**src/hw/rtl/ut8d_pkg.sv**
```systemverilog
// Shared types and constants of the UTF-8 validating decoder.
package ut8d_pkg;

  // Field widths
  localparam int CP_W      = 21;
  localparam int USED_W    = 3;
  localparam int MAX_RES   = 3;
  localparam int CNT_W     = 2;

  // Configuration register indexes (word address bit 2)
  localparam logic REG_REPL = 1'b0;

  // Reset value of the replacement code point
  localparam logic [CP_W-1:0] REPL_RESET = 21'h00FFFD;

  // Byte classes and second-byte limits
  localparam logic [7:0] CONT_MASK   = 8'hC0;
  localparam logic [7:0] CONT_TAG    = 8'h80;
  localparam logic [7:0] ASCII_END   = 8'h80;
  localparam logic [7:0] LEAD2_MIN   = 8'hC2;
  localparam logic [7:0] LEAD2_MAX   = 8'hDF;
  localparam logic [7:0] LEAD3_MIN   = 8'hE0;
  localparam logic [7:0] LEAD3_MAX   = 8'hEF;
  localparam logic [7:0] LEAD4_MIN   = 8'hF0;
  localparam logic [7:0] LEAD4_MAX   = 8'hF4;
  localparam logic [7:0] LEAD_E0     = 8'hE0;
  localparam logic [7:0] LEAD_ED     = 8'hED;
  localparam logic [7:0] LEAD_F0     = 8'hF0;
  localparam logic [7:0] LEAD_F4     = 8'hF4;
  localparam logic [7:0] E0_MIN      = 8'hA0;
  localparam logic [7:0] ED_MAX      = 8'h9F;
  localparam logic [7:0] F0_MIN      = 8'h90;
  localparam logic [7:0] F4_MAX      = 8'h8F;
  localparam logic [7:0] CONT_BITS   = 8'h3F;
  localparam logic [7:0] LEAD2_BITS  = 8'h1F;
  localparam logic [7:0] LEAD3_BITS  = 8'h0F;
  localparam logic [7:0] LEAD4_BITS  = 8'h07;

  // One decoded result
  typedef struct packed {
    logic [CP_W-1:0]   cp;
    logic              bad;
    logic [USED_W-1:0] used;
  } res_t;

  // Decoder state
  typedef struct packed {
    logic [2:0]      exp_len;
    logic [1:0]      seen;
    logic [7:0]      lead;
    logic [CP_W-1:0] part;
    logic            stray;
  } dec_state_t;

  // Handshake between the result queue and the input stage
  typedef struct packed {
    logic free;
    logic load;
  } q_ctrl_t;

endpackage

```
**src/hw/rtl/utf8_validating_decoder.sv**
```systemverilog
// Top level of the UTF-8 validating decoder.
//
//  channel | direction | tdata                              | tuser       | tlast
//  in_     | slave     | [7:0] data_byte                    | -           | end_of_buffer
//  out_    | master    | [20:0] code_point, [23:21] used    | was_invalid | last_result
//  cfg_    | APB       | 0x0: replacement_value [20:0]      | -           | -
//
// A byte passes from the input register through the decode logic into the
// result queue once it is free. Bytes with at most one result pass at one
// per cycle while the output is not stalled; a byte with more results holds
// the input until the single result port drains the queue to its last result.
// rst_n clears decoder state and the queue and sets the replacement value to
// U+FFFD. A stalled output holds the queue head and, once full, the input register.
module utf8_validating_decoder import ut8d_pkg::*; (
  input  logic        clk,
  input  logic        rst_n,
  input  logic        in_tvalid,
  output logic        in_tready,
  input  logic [7:0]  in_tdata,   // [7:0] data_byte
  input  logic        in_tlast,
  output logic        out_tvalid,
  input  logic        out_tready,
  output logic [23:0] out_tdata,  // [20:0] code_point, [23:21] bytes_used
  output logic        out_tuser,  // [0] was_invalid
  output logic        out_tlast,
  input  logic        cfg_psel,
  input  logic        cfg_penable,
  input  logic        cfg_pwrite,
  input  logic [2:0]  cfg_paddr,
  input  logic [31:0] cfg_pwdata,
  output logic [31:0] cfg_prdata,
  output logic        cfg_pready
);

  logic             in_vld_r;
  logic [7:0]       in_byte_r;
  logic             in_eob_r;
  logic [CP_W-1:0]  repl_r;
  q_ctrl_t          qc;
  res_t             dec_res [MAX_RES];
  logic [CNT_W-1:0] dec_cnt;
  res_t             head;

  // Configuration register
  assign cfg_pready = 1'b1;
  assign cfg_prdata = (cfg_paddr[2] == REG_REPL) ? {{(32-CP_W){1'b0}}, repl_r} : '0;

  always_ff @(posedge clk) begin
    if (!rst_n) begin
      repl_r <= REPL_RESET;
    end else if (cfg_psel && cfg_penable && cfg_pwrite && cfg_pready
                 && cfg_paddr[2] == REG_REPL) begin
      repl_r <= cfg_pwdata[CP_W-1:0];
    end
  end

  // Input register: decode when the queue can take the results
  assign qc.load   = in_vld_r && qc.free;
  assign in_tready = !in_vld_r || qc.load;

  always_ff @(posedge clk) begin
    if (!rst_n) begin
      in_vld_r <= 1'b0;
    end else if (in_tvalid && in_tready) begin
      in_vld_r <= 1'b1;
    end else if (qc.load) begin
      in_vld_r <= 1'b0;
    end
  end

  always_ff @(posedge clk) begin
    if (in_tvalid && in_tready) begin
      in_byte_r <= in_tdata;
      in_eob_r  <= in_tlast;
    end
  end

  ut8d_decode u_decode (
    .clk    (clk),
    .rst_n  (rst_n),
    .step_i (qc.load),
    .byte_i (in_byte_r),
    .eob_i  (in_eob_r),
    .repl_i (repl_r),
    .res_o  (dec_res),
    .cnt_o  (dec_cnt)
  );

  ut8d_res_queue u_queue (
    .clk     (clk),
    .rst_n   (rst_n),
    .load_i  (qc.load),
    .res_i   (dec_res),
    .cnt_i   (dec_cnt),
    .ready_i (out_tready),
    .valid_o (out_tvalid),
    .res_o   (head),
    .last_o  (out_tlast),
    .free_o  (qc.free)
  );

  // Pack the result
  assign out_tdata = {head.used, head.cp};
  assign out_tuser = head.bad;

endmodule

```
**src/hw/rtl/ut8d_decode.sv**
```systemverilog
// Per-byte decode logic and decoder state register.
module ut8d_decode import ut8d_pkg::*; (
  input  logic            clk,
  input  logic            rst_n,
  input  logic            step_i,
  input  logic [7:0]      byte_i,
  input  logic            eob_i,
  input  logic [CP_W-1:0] repl_i,
  output res_t            res_o [MAX_RES],
  output logic [CNT_W-1:0] cnt_o
);

  dec_state_t st_r;
  dec_state_t st_nxt;

  always_comb begin
    dec_state_t  s;
    logic [CNT_W-1:0] k;
    logic        cont;
    logic        ok;
    logic        fresh;
    logic [2:0]  seen_inc;
    res_t        bad_res;

    s        = st_r;
    k        = '0;
    cont     = (byte_i & CONT_MASK) == CONT_TAG;
    ok       = 1'b1;
    fresh    = 1'b0;
    seen_inc = {1'b0, st_r.seen} + 3'd1;
    bad_res  = '{cp: repl_i, bad: 1'b1, used: USED_W'(1)};
    for (int i = 0; i < MAX_RES; i++) begin
      res_o[i] = bad_res;
    end

    if (st_r.exp_len != 3'd0) begin
      if (!cont) begin
        // Cut short: replace the lead, and the taken continuations as a stray run
        res_o[k] = bad_res;
        k = k + 2'd1;
        if (st_r.seen > 2'd1) begin
          res_o[k] = bad_res;
          k = k + 2'd1;
        end
        s.exp_len = '0;
        s.seen    = '0;
        s.lead    = '0;
        s.part    = '0;
        fresh     = 1'b1;
      end else begin
        // Check the second-byte limits
        if (st_r.seen == 2'd1) begin
          if (st_r.lead == LEAD_E0 && byte_i < E0_MIN) ok = 1'b0;
          if (st_r.lead == LEAD_ED && byte_i > ED_MAX) ok = 1'b0;
          if (st_r.lead == LEAD_F0 && byte_i < F0_MIN) ok = 1'b0;
          if (st_r.lead == LEAD_F4 && byte_i > F4_MAX) ok = 1'b0;
        end
        if (!ok) begin
          res_o[k] = bad_res;
          k = k + 2'd1;
          res_o[k] = bad_res;
          k = k + 2'd1;
          s.exp_len = '0;
          s.seen    = '0;
          s.lead    = '0;
          s.part    = '0;
          s.stray   = 1'b1;
        end else begin
          // Gather six more bits
          s.part = {st_r.part[CP_W-7:0], byte_i[5:0] & CONT_BITS[5:0]};
          s.seen = seen_inc[1:0];
          if (seen_inc >= st_r.exp_len) begin
            res_o[k] = '{cp: s.part, bad: 1'b0, used: st_r.exp_len};
            k = k + 2'd1;
            s.exp_len = '0;
            s.seen    = '0;
            s.lead    = '0;
            s.part    = '0;
            s.stray   = 1'b0;
          end
        end
      end
    end else begin
      fresh = 1'b1;
    end

    // Decode a byte with no sequence pending
    if (fresh) begin
      if (cont) begin
        if (!s.stray) begin
          res_o[k] = bad_res;
          k = k + 2'd1;
        end
        s.stray = 1'b1;
      end else begin
        s.stray = 1'b0;
        if (byte_i < ASCII_END) begin
          res_o[k] = '{cp: CP_W'(byte_i), bad: 1'b0, used: USED_W'(1)};
          k = k + 2'd1;
        end else if (byte_i >= LEAD2_MIN && byte_i <= LEAD2_MAX) begin
          s.exp_len = 3'd2;
          s.part    = CP_W'(byte_i & LEAD2_BITS);
          s.seen    = 2'd1;
          s.lead    = byte_i;
        end else if (byte_i >= LEAD3_MIN && byte_i <= LEAD3_MAX) begin
          s.exp_len = 3'd3;
          s.part    = CP_W'(byte_i & LEAD3_BITS);
          s.seen    = 2'd1;
          s.lead    = byte_i;
        end else if (byte_i >= LEAD4_MIN && byte_i <= LEAD4_MAX) begin
          s.exp_len = 3'd4;
          s.part    = CP_W'(byte_i & LEAD4_BITS);
          s.seen    = 2'd1;
          s.lead    = byte_i;
        end else begin
          res_o[k] = bad_res;
          k = k + 2'd1;
        end
      end
    end

    // Flush a pending sequence at the end of the buffer
    if (eob_i) begin
      if (s.exp_len != 3'd0) begin
        res_o[k] = bad_res;
        k = k + 2'd1;
        if (s.seen > 2'd1) begin
          res_o[k] = bad_res;
          k = k + 2'd1;
        end
      end
      s = '0;
    end

    st_nxt = s;
    cnt_o  = k;
  end

  // Hold state, advance on each decoded byte
  always_ff @(posedge clk) begin
    if (!rst_n) begin
      st_r <= '0;
    end else if (step_i) begin
      st_r <= st_nxt;
    end
  end

endmodule

```
**src/hw/rtl/ut8d_res_queue.sv**
```systemverilog
// Result queue: holds one byte's results and sends one per cycle while ready.
module ut8d_res_queue import ut8d_pkg::*; (
  input  logic             clk,
  input  logic             rst_n,
  input  logic             load_i,
  input  res_t             res_i [MAX_RES],
  input  logic [CNT_W-1:0] cnt_i,
  input  logic             ready_i,
  output logic             valid_o,
  output res_t             res_o,
  output logic             last_o,
  output logic             free_o
);

  res_t             slot_r [MAX_RES];
  logic [CNT_W-1:0] rem_r;
  logic [CNT_W-1:0] hd_r;
  logic             pop;

  assign valid_o = rem_r != '0;
  assign pop     = valid_o && ready_i;
  assign last_o  = rem_r == CNT_W'(1);
  assign free_o  = (rem_r == '0) || (last_o && pop);

  // Select the head slot
  always_comb begin
    case (hd_r)
      2'd0:    res_o = slot_r[0];
      2'd1:    res_o = slot_r[1];
      2'd2:    res_o = slot_r[2];
      default: res_o = slot_r[0];
    endcase
  end

  // Load a new set, or drop the head on each taken request
  always_ff @(posedge clk) begin
    if (!rst_n) begin
      rem_r <= '0;
      hd_r  <= '0;
    end else if (load_i) begin
      rem_r <= cnt_i;
      hd_r  <= '0;
    end else if (pop) begin
      rem_r <= rem_r - CNT_W'(1);
      hd_r  <= hd_r + CNT_W'(1);
    end
  end

  always_ff @(posedge clk) begin
    if (load_i) begin
      for (int i = 0; i < MAX_RES; i++) begin
        slot_r[i] <= res_i[i];
      end
    end
  end

endmodule

```
**config.mk**
```make
export PLATFORM = sky130hd
export DESIGN_NAME = utf8_validating_decoder
export DESIGN_NICKNAME = d
export VERILOG_FILES = /design/src/hw/rtl/ut8d_pkg.sv /design/src/hw/rtl/utf8_validating_decoder.sv /design/src/hw/rtl/ut8d_decode.sv /design/src/hw/rtl/ut8d_res_queue.sv
export SDC_FILE = /design/constraint.sdc
export NUM_CORES = 1
export LEC_CHECK = 0
export BUFFER_PORTS_ARGS = -buffer_cell sky130_fd_sc_hd__buf_2
export CORE_MARGIN = 3
export CORE_UTILIZATION = 51
export DETAILED_ROUTE_END_ITERATION = 12
export PLACE_DENSITY = 0.76
export SYNTH_ARGS = -nofsm -noshare
export SYNTH_HDL_FRONTEND = slang
export SYNTH_HIERARCHICAL = 1
export SYNTH_SLANG_ARGS = --single-unit
```
**constraint.sdc**
```tcl
create_clock -name clk -period 3.7 [get_ports clk]
set_input_delay 0.37 -clock clk [delete_from_list [all_inputs] [get_ports clk]]
set_output_delay 0.37 -clock clk [all_outputs]
set_load 0.05 [all_outputs]
```
==> results.sh, run 1 <==
export IMPL_grt_pass1_vias=4877
export IMPL_ctsRootBufferMaster="clkbuf_16"
export IMPL_vias_per_cell=5.61
export IMPL_cellInternalPower_w=0.00302
export IMPL_max_cap_violations=0
export IMPL_p_sw_w=0.00145
export IMPL_clk_path_buf_depth=2
export IMPL_postSynth_asyncResetShare_pct=0
export IMPL_relSlewSlack_pct=34.8
export IMPL_crit_path_end_kind="flip-flop"
export IMPL_htree_num_levels=4
export IMPL_clkPwrFrac_pct=36.1
export IMPL_p_per_area_nw_per_um2=565
export IMPL_clkTransAtPathRegs_ns=0.05
export IMPL_die_h_um=122
export IMPL_synth_distinct_cells=67
export IMPL_drt_pass1_iter_count=5
export IMPL_ys_ff_latch=139
export IMPL_vdd_ir_drop_max_uv=306
export IMPL_nNetsFinal=760
export IMPL_drcViolationCount=0
export IMPL_cts_buffers=17
export IMPL_dpl_cell_count=848
export IMPL_diodes=0
export IMPL_met1_length_mm=6.56
export IMPL_synth_top_area_cell="edfxtp_1"
export IMPL_path_class="flip-flop to flip-flop"
export IMPL_cts_resized=0
export IMPL_grt_overflow=0
export IMPL_vias=4938
export IMPL_setup_viol=0
export IMPL_rsz0062_at_grt="false"
export IMPL_clk_latency_ns=0.41
export IMPL_ioPinCount=112
export IMPL_clkSinkCount=139
export IMPL_start_util_pct=53.3
export IMPL_r2r_setup_slack_ns=0.27
export IMPL_tightest_slew_ns=0.978
export IMPL_synth_top_area_share_pct=36.8
export IMPL_ys_flop_type="edfxtp_1"
export IMPL_grt_max_degree=55
export IMPL_ant_nets=0
export IMPL_p_sw_share_pct=32.4
export IMPL_routed_wl_mm=15.5
export IMPL_yosys_top_cells_count="edfxtp_1 (84), dfxtp_1 (55), nor2b_1 (55), nand2_1 (54), o21ai_0 (34)"
export IMPL_tritoncts="yes"
export IMPL_setup_tns_ns=0
export IMPL_synth_enable_flop_cells=84
export IMPL_synth_area_um2=6860
export IMPL_wire_per_inst_um=17.6
export IMPL_run_status="completed"
export IMPL_drv_slew=0
export IMPL_min_delay_path_class="primary input to flip-flop"
export IMPL_synthesis_instances=612
export IMPL_grtUsageTotal_pct=21.6
export IMPL_antenna_found_initial=0
export IMPL_drive_gt1_share_pct=24.9
export IMPL_yosys_top_cells_area="edfxtp_1 (37%), dfxtp_1 (16%), nor2b_1 (5.0%)"
export IMPL_fin_cells=880
export IMPL_wl_met2_mm=7.88
export IMPL_yosysMostFrequentCell="edfxtp_1"
export IMPL_finalCritPeriodShare_pct=92.8
export IMPL_worst_hold_slack_ns=0.136
export IMPL_place_hpwl_mm=10.6
export IMPL_highest_layer="met4"
export IMPL_max_freq_ghz=0.291
export IMPL_port_buffers=86
export IMPL_post_cts_buffers=0
export IMPL_drtIter0Drc=388
export IMPL_core_rowCount=41
export IMPL_finClkSkew_ns=0.00570
export IMPL_post_synth_cell_area_avg_um2=11.2
export IMPL_place_congestion=0.903
export IMPL_area_growth_pct=15.4
export IMPL_power_frac_comb_pct=23.3
export IMPL_wl_met3_um=800
export IMPL_cp_max_fo=4
export IMPL_die_area_um2=14900
export IMPL_period_minus_slack_ns=3.43
export IMPL_die_w_um=122
export IMPL_fp_coreArea_um2=12900
export IMPL_grt_pass1_wl_mm=24.9
export IMPL_start_kind="flip-flop"
export IMPL_arrival_ns=3.72
export IMPL_cts_hold_buf=0
export IMPL_yosysWarningCount=6
export IMPL_required_ns=3.99
export IMPL_synth_seq_area_share_pct=52.8
export IMPL_leakagePower_nw=2.96
export IMPL_hold_viol_final=0
export IMPL_seqPwrFrac_pct=40.5
sequential cells by signal, indices dropped and copies added (netlist names):
signal	flops
in_byte_r	8
in_eob_r	1
in_vld_r	1
repl_r	21
u_decode/st_r	29
u_queue/hd_r	2
u_queue/rem_r	2
u_queue/slot_r	75
logic make-up (layout without fill, tap and decap cells):
group	count (synthesis)	after routing	synth area share, %
AOI/OAI and AO/OA	143	143	15.3
other	4	18	0.219
muxes	40	40	6.17
buffers and inverters	73	155	6.59
DFF	139	139	52.8
and+or+nand+nor	195	195	15.8
xor gates and xnor gates	4	4	0.511
adders and majority gates	14	14	2.55
layout make-up:
type	instances	area, um2
repair buffers	104	566
clock buffers	25	528
inverters	19	71.3
well taps	172	215
fillers	1039	4960
clock inverters	7	53.8
flip-flops and latches	139	3620
multi-input cells	414	2850
final timing paths:
kind | start | cells after the start | endpoint
min | in_tdata[2] | 1 | in_byte_r[2]
min reg2reg | u_decode/st_r[23] | 1 | u_decode/st_r[23]
max | in_byte_r[4] | 13 | u_queue/rem_r[1]
max reg2reg | in_byte_r[4] | 13 | u_queue/rem_r[1]
stage by stage:
stage / power [W] / cell area [um2] / util, % / setup WS (ns)
5_1_grt: 0.00465 / 7910 / 61.4 / 0.0324
4_1_cts: 0.00450 / 7900 / 61.3 / 0.158
3_3_place_gp: 0.00286 / 7310 / 56.8 / 0.308
6_report: 0.00447 / 7910 / 61.4 / 0.267
3_5_place_dp: 0.00288 / 7310 / 56.8 / 0.141
2_1_floorplan: 0.00266 / 6910 / - / 0.367
critical path, cell delays in order (launching register included):
cell	delay, ns
edfxtp_1	0.38
a211o_2	0.36
a2111o_1	0.47
a21o_1	0.21
o21ai_0	0.14
nand2_1	0.10
ha_1	0.36
a2111oi_2	0.31
o22ai_2	0.16
ha_1	0.20
o311ai_0	0.36
o22ai_1	0.12
nand2_1	0.08
a21boi_0	0.07
metal layers:
layer	vias up	global-route usage, %
met5	-	0
met1	2426	26.2
met4	0	7.35
li1	2351	-
met3	17	4.97
met2	144	37.8
power groups by stage:
stage	combinational (W)	sequential [W]	clock [W]
2_1_floorplan	0.000834	0.00183	0
3_3_place_gp	0.00102	0.00184	0
3_5_place_dp	0.00104	0.00184	0
4_1_cts	0.00105	0.00181	0.00164
5_1_grt	0.00112	0.00182	0.00171
6_report	0.00104	0.00181	0.00162
cell usage in the layout, fill, tap and decap left out, drive strengths merged, types with 3 or more instances in the layout:
cell type	instances
xnor2	3
nand3	5
a22oi	26
mux2i	22
dfxtp	55
nand2	54
o21ai	40
a21oi	12
a32o	3
edfxtp	84
nor3	6
mux2	18
inv	19
clkbuf	25
a22o	30
and2	32
a21boi	3
nor2	20
a211oi	3
ha	14
nor2b	56
buf	104
o22ai	3
conb	18
nand2b	6
clkinv	7
Power figures use the tool's default switching activity.
==> run 2: changes to the inputs <==
Settings changed: ABC_AREA set to 1, CORE_UTILIZATION 51 to 52, PLACE_DENSITY 0.76 to 0.77, SLEW_MARGIN set to 20.
==> run 2 against run 1 <==
Effect of this change:
- via count rose by 21%
- hold slack got worse by 0.022 ns
- sequential power increased by 4%
- count of clock-buffer cells in the layout fell by 7
- clock skew is 0.0042 ns higher
- design area grew 5.9%
- critical path type unchanged
- highest routed layer unchanged
==> results.sh, run 2 <==
export IMPL_run_status="completed"
export IMPL_vdd_ir_drop_max_uv=391
export IMPL_path_class="flip-flop to flip-flop"
export IMPL_grtUsageTotal_pct=22.3
export IMPL_drive_gt1_share_pct=23.1
export IMPL_synth_top_area_share_pct=34.3
export IMPL_setup_tns_ns=0
export IMPL_cp_max_fo=9
export IMPL_slowest_stage="dfxtp_1"
export IMPL_setup_viol=0
export IMPL_yosysMostFrequentCell="nand2_1"
export IMPL_routed_wl_mm=17.3
export IMPL_ff_latch_area_um2=3620
export IMPL_htree_num_levels=4
export IMPL_start_util_pct=54.4
export IMPL_diodes=0
export IMPL_grt_overflow=0
export IMPL_largestRegisters="u_queue/slot_r (75), u_decode/st_r (29), repl_r (21)"
export IMPL_crit_path_end_kind="flip-flop"
export IMPL_drtIter0Drc=621
export IMPL_place_congestion=0.894
export IMPL_cpMostUsedCell="nand2_1"
export IMPL_synth_top_area_cell="edfxtp_1"
export IMPL_required_ns=4.02
export IMPL_die_h_um=125
export IMPL_fin_cells=1115
export IMPL_relSlewSlack_pct=33.7
export IMPL_r2r_cells=24
export IMPL_core_rowCount=42
export IMPL_grt_pass1_wl_mm=27.7
export IMPL_synth_area_um2=7350
export IMPL_port_buffers=86
export IMPL_tritoncts="yes"
export IMPL_max_cap_violations=0
export IMPL_vias=5954
export IMPL_r2r_setup_slack_ns=0.52
export IMPL_largest_register_ffs=75
export IMPL_start_kind="flip-flop"
export IMPL_postSynth_asyncResetShare_pct=0
export IMPL_vias_per_cell=5.34
export IMPL_p_per_area_nw_per_um2=668
export IMPL_finClkSkew_ns=0.00986
export IMPL_cts_buffers=17
export IMPL_rsz0062_at_grt="false"
export IMPL_dpl_cell_count=1083
export IMPL_antenna_found_initial=0
export IMPL_max_freq_ghz=0.314
export IMPL_clk_latency_ns=0.43
export IMPL_place_hpwl_mm=11.6
export IMPL_die_area_um2=15600
export IMPL_fp_coreArea_um2=13500
export IMPL_yosys_top_cells_count="nand2_1 (186), inv_1 (90), edfxtp_1 (84), nor2_1 (80), a21oi_1 (63)"
export IMPL_min_from="in_tdata[3]"
export IMPL_min_delay_path_class="primary input to flip-flop"
export IMPL_multi_input_area_um2=2970
export IMPL_synth_seq_area_share_pct=49.3
export IMPL_post_cts_buffers=0
export IMPL_hold_viol_final=0
export IMPL_leakagePower_nw=3.57
export IMPL_final_area_um2=8380
export IMPL_grt_max_degree=81
export IMPL_synth_distinct_cells=40
export IMPL_tightest_slew_ns=0.995
export IMPL_die_w_um=125
export IMPL_worstReg2RegEnd="u_queue/rem_r[1]"
export IMPL_synth_enable_flop_cells=84
export IMPL_arrival_ns=3.50
export IMPL_final_cell_mix="nand2_1 (185), inv_1 (89), buf_2 (86)"
export IMPL_regMostFlops="u_queue/slot_r"
export IMPL_layout_cells_most_common="nand2_1"
export IMPL_clkTransAtPathRegs_ns=0.06
export IMPL_post_synth_cell_area_avg_um2=8.63
export IMPL_hold_end="in_byte_r[3]"
export IMPL_drcViolationCount=0
export IMPL_drt_pass1_iter_count=5
export IMPL_ant_nets=0
export IMPL_placed_cell_area_um2=7720
export IMPL_rr_startpoint="u_decode/st_r[31]"
export IMPL_yosysWarningCount=6
export IMPL_hold_path_depth=1
export IMPL_area_growth_pct=14.0
export IMPL_slowest_delay_ns=0.37
export IMPL_wire_per_inst_um=15.6
export IMPL_drv_slew=0
export IMPL_clkSinkCount=139
export IMPL_synthesis_instances=852
export IMPL_crit_chain="inv_1 -> ha_1 -> inv_1 -> ha_1 -> o21ai_0 -> nand2_1 -> nand2_1 -> nand2_2 -> nand2_1 -> nand2_1 -> nand2_1 -> inv_1 -> ha_1 -> o21ai_1 -> inv_1 -> ha_1 -> o21ai_0 -> nand2_1 -> nor2_1 -> a21oi_1 -> nand2_1 -> o21ai_0 -> nand2_1 -> a21oi_1"
export IMPL_final_util_pct=62.0
export IMPL_nNetsFinal=991
export IMPL_cpLargestDelayFamily="adder cells"
export IMPL_grt_pass1_vias=5468
export IMPL_ys_flop_type="edfxtp_1"
export IMPL_finalCritPeriodShare_pct=86.1
export IMPL_period_minus_slack_ns=3.18
export IMPL_ys_ff_latch=139
export IMPL_yosys_top_cells_area="edfxtp_1 (34%), dfxtp_1 (15%), nand2_1 (9.5%)"
export IMPL_ioPinCount=112
export IMPL_nFillCells=1131
export IMPL_setup_worst_path_start="u_decode/st_r[31]"
export IMPL_worst_hold_slack_ns=0.114
export IMPL_ctsRootBufferMaster="clkbuf_16"
export IMPL_path_buf_inv=4
export IMPL_clk_path_buf_depth=2
run 2: cell types whose count changed in the layout (fill, tap and decap cells not counted), sizes merged, moves of 26 or more:
cell,delta
nand2,+140
nor2,+86
a21oi,+82
inv,+80
nor2b,-56
nand3,+53
and2,-32
a22o,-30
a22oi,-26
run 2: stage by stage:
step / setup slack (ns) / power (W)
floorplan: 0.461 / 0.00343
global placement: 0.540 / 0.00372
detailed placement: 0.465 / 0.00374
CTS: 0.434 / 0.00562
global route: 0.0960 / 0.00582
finish: 0.516 / 0.00560
run 2: area by class of cell:
class	count	area share, %
Tap cell	176	2.63
Clock buffer	18	5.12
Sequential cell	139	43.3
Clock inverter	14	2.69
Timing Repair Buffer	98	6.21
Multi-Input combinational cell	570	35.4
Inverter	100	4.65
run 2: how the worst max path moves through the flow:
stage / cells after the start / to
6_report: 24 / u_queue/rem_r[1]
5_1_grt: 24 / u_queue/rem_r[1]
4_1_cts: 24 / u_queue/rem_r[1]
3_5_place_dp: 24 / u_queue/rem_r[1]
3_3_place_gp: 24 / u_queue/rem_r[1]
2_1_floorplan: 11 / u_decode/st_r[0]
run 2: layer usage:
metal / part of all wire (%) / vias to the layer above / routed length, um / track usage (%)
met5: 0 / - / 0 / 0
met4: 2.4 / 0 / 408 / 9.63
met3: 7.6 / 28 / 1310 / 5.32
met2: 46 / 264 / 8020 / 35.5
met1: 44 / 2734 / 7610 / 29.1
li1: - / 2928 / - / -
run 2: logic make-up after synthesis:
family	share of synthesized area (%)
compound gates	14.6
fa+ha+maj	2.38
buf+inv	11.1
flops	49.3
other cells	0.204
simple gates	22.4
run 2: power by group:
group | switching, W | internal, W
logic | 0.00141 | 0.000420
clock network | 0.000630 | 0.00125
registers | 0.0000656 | 0.00182
run 2: timing repair:
item,4_1_cts,5_1_grt
endpoints found under the setup margin,0,1
hold buffers,0,0
gates resized for setup,0,1
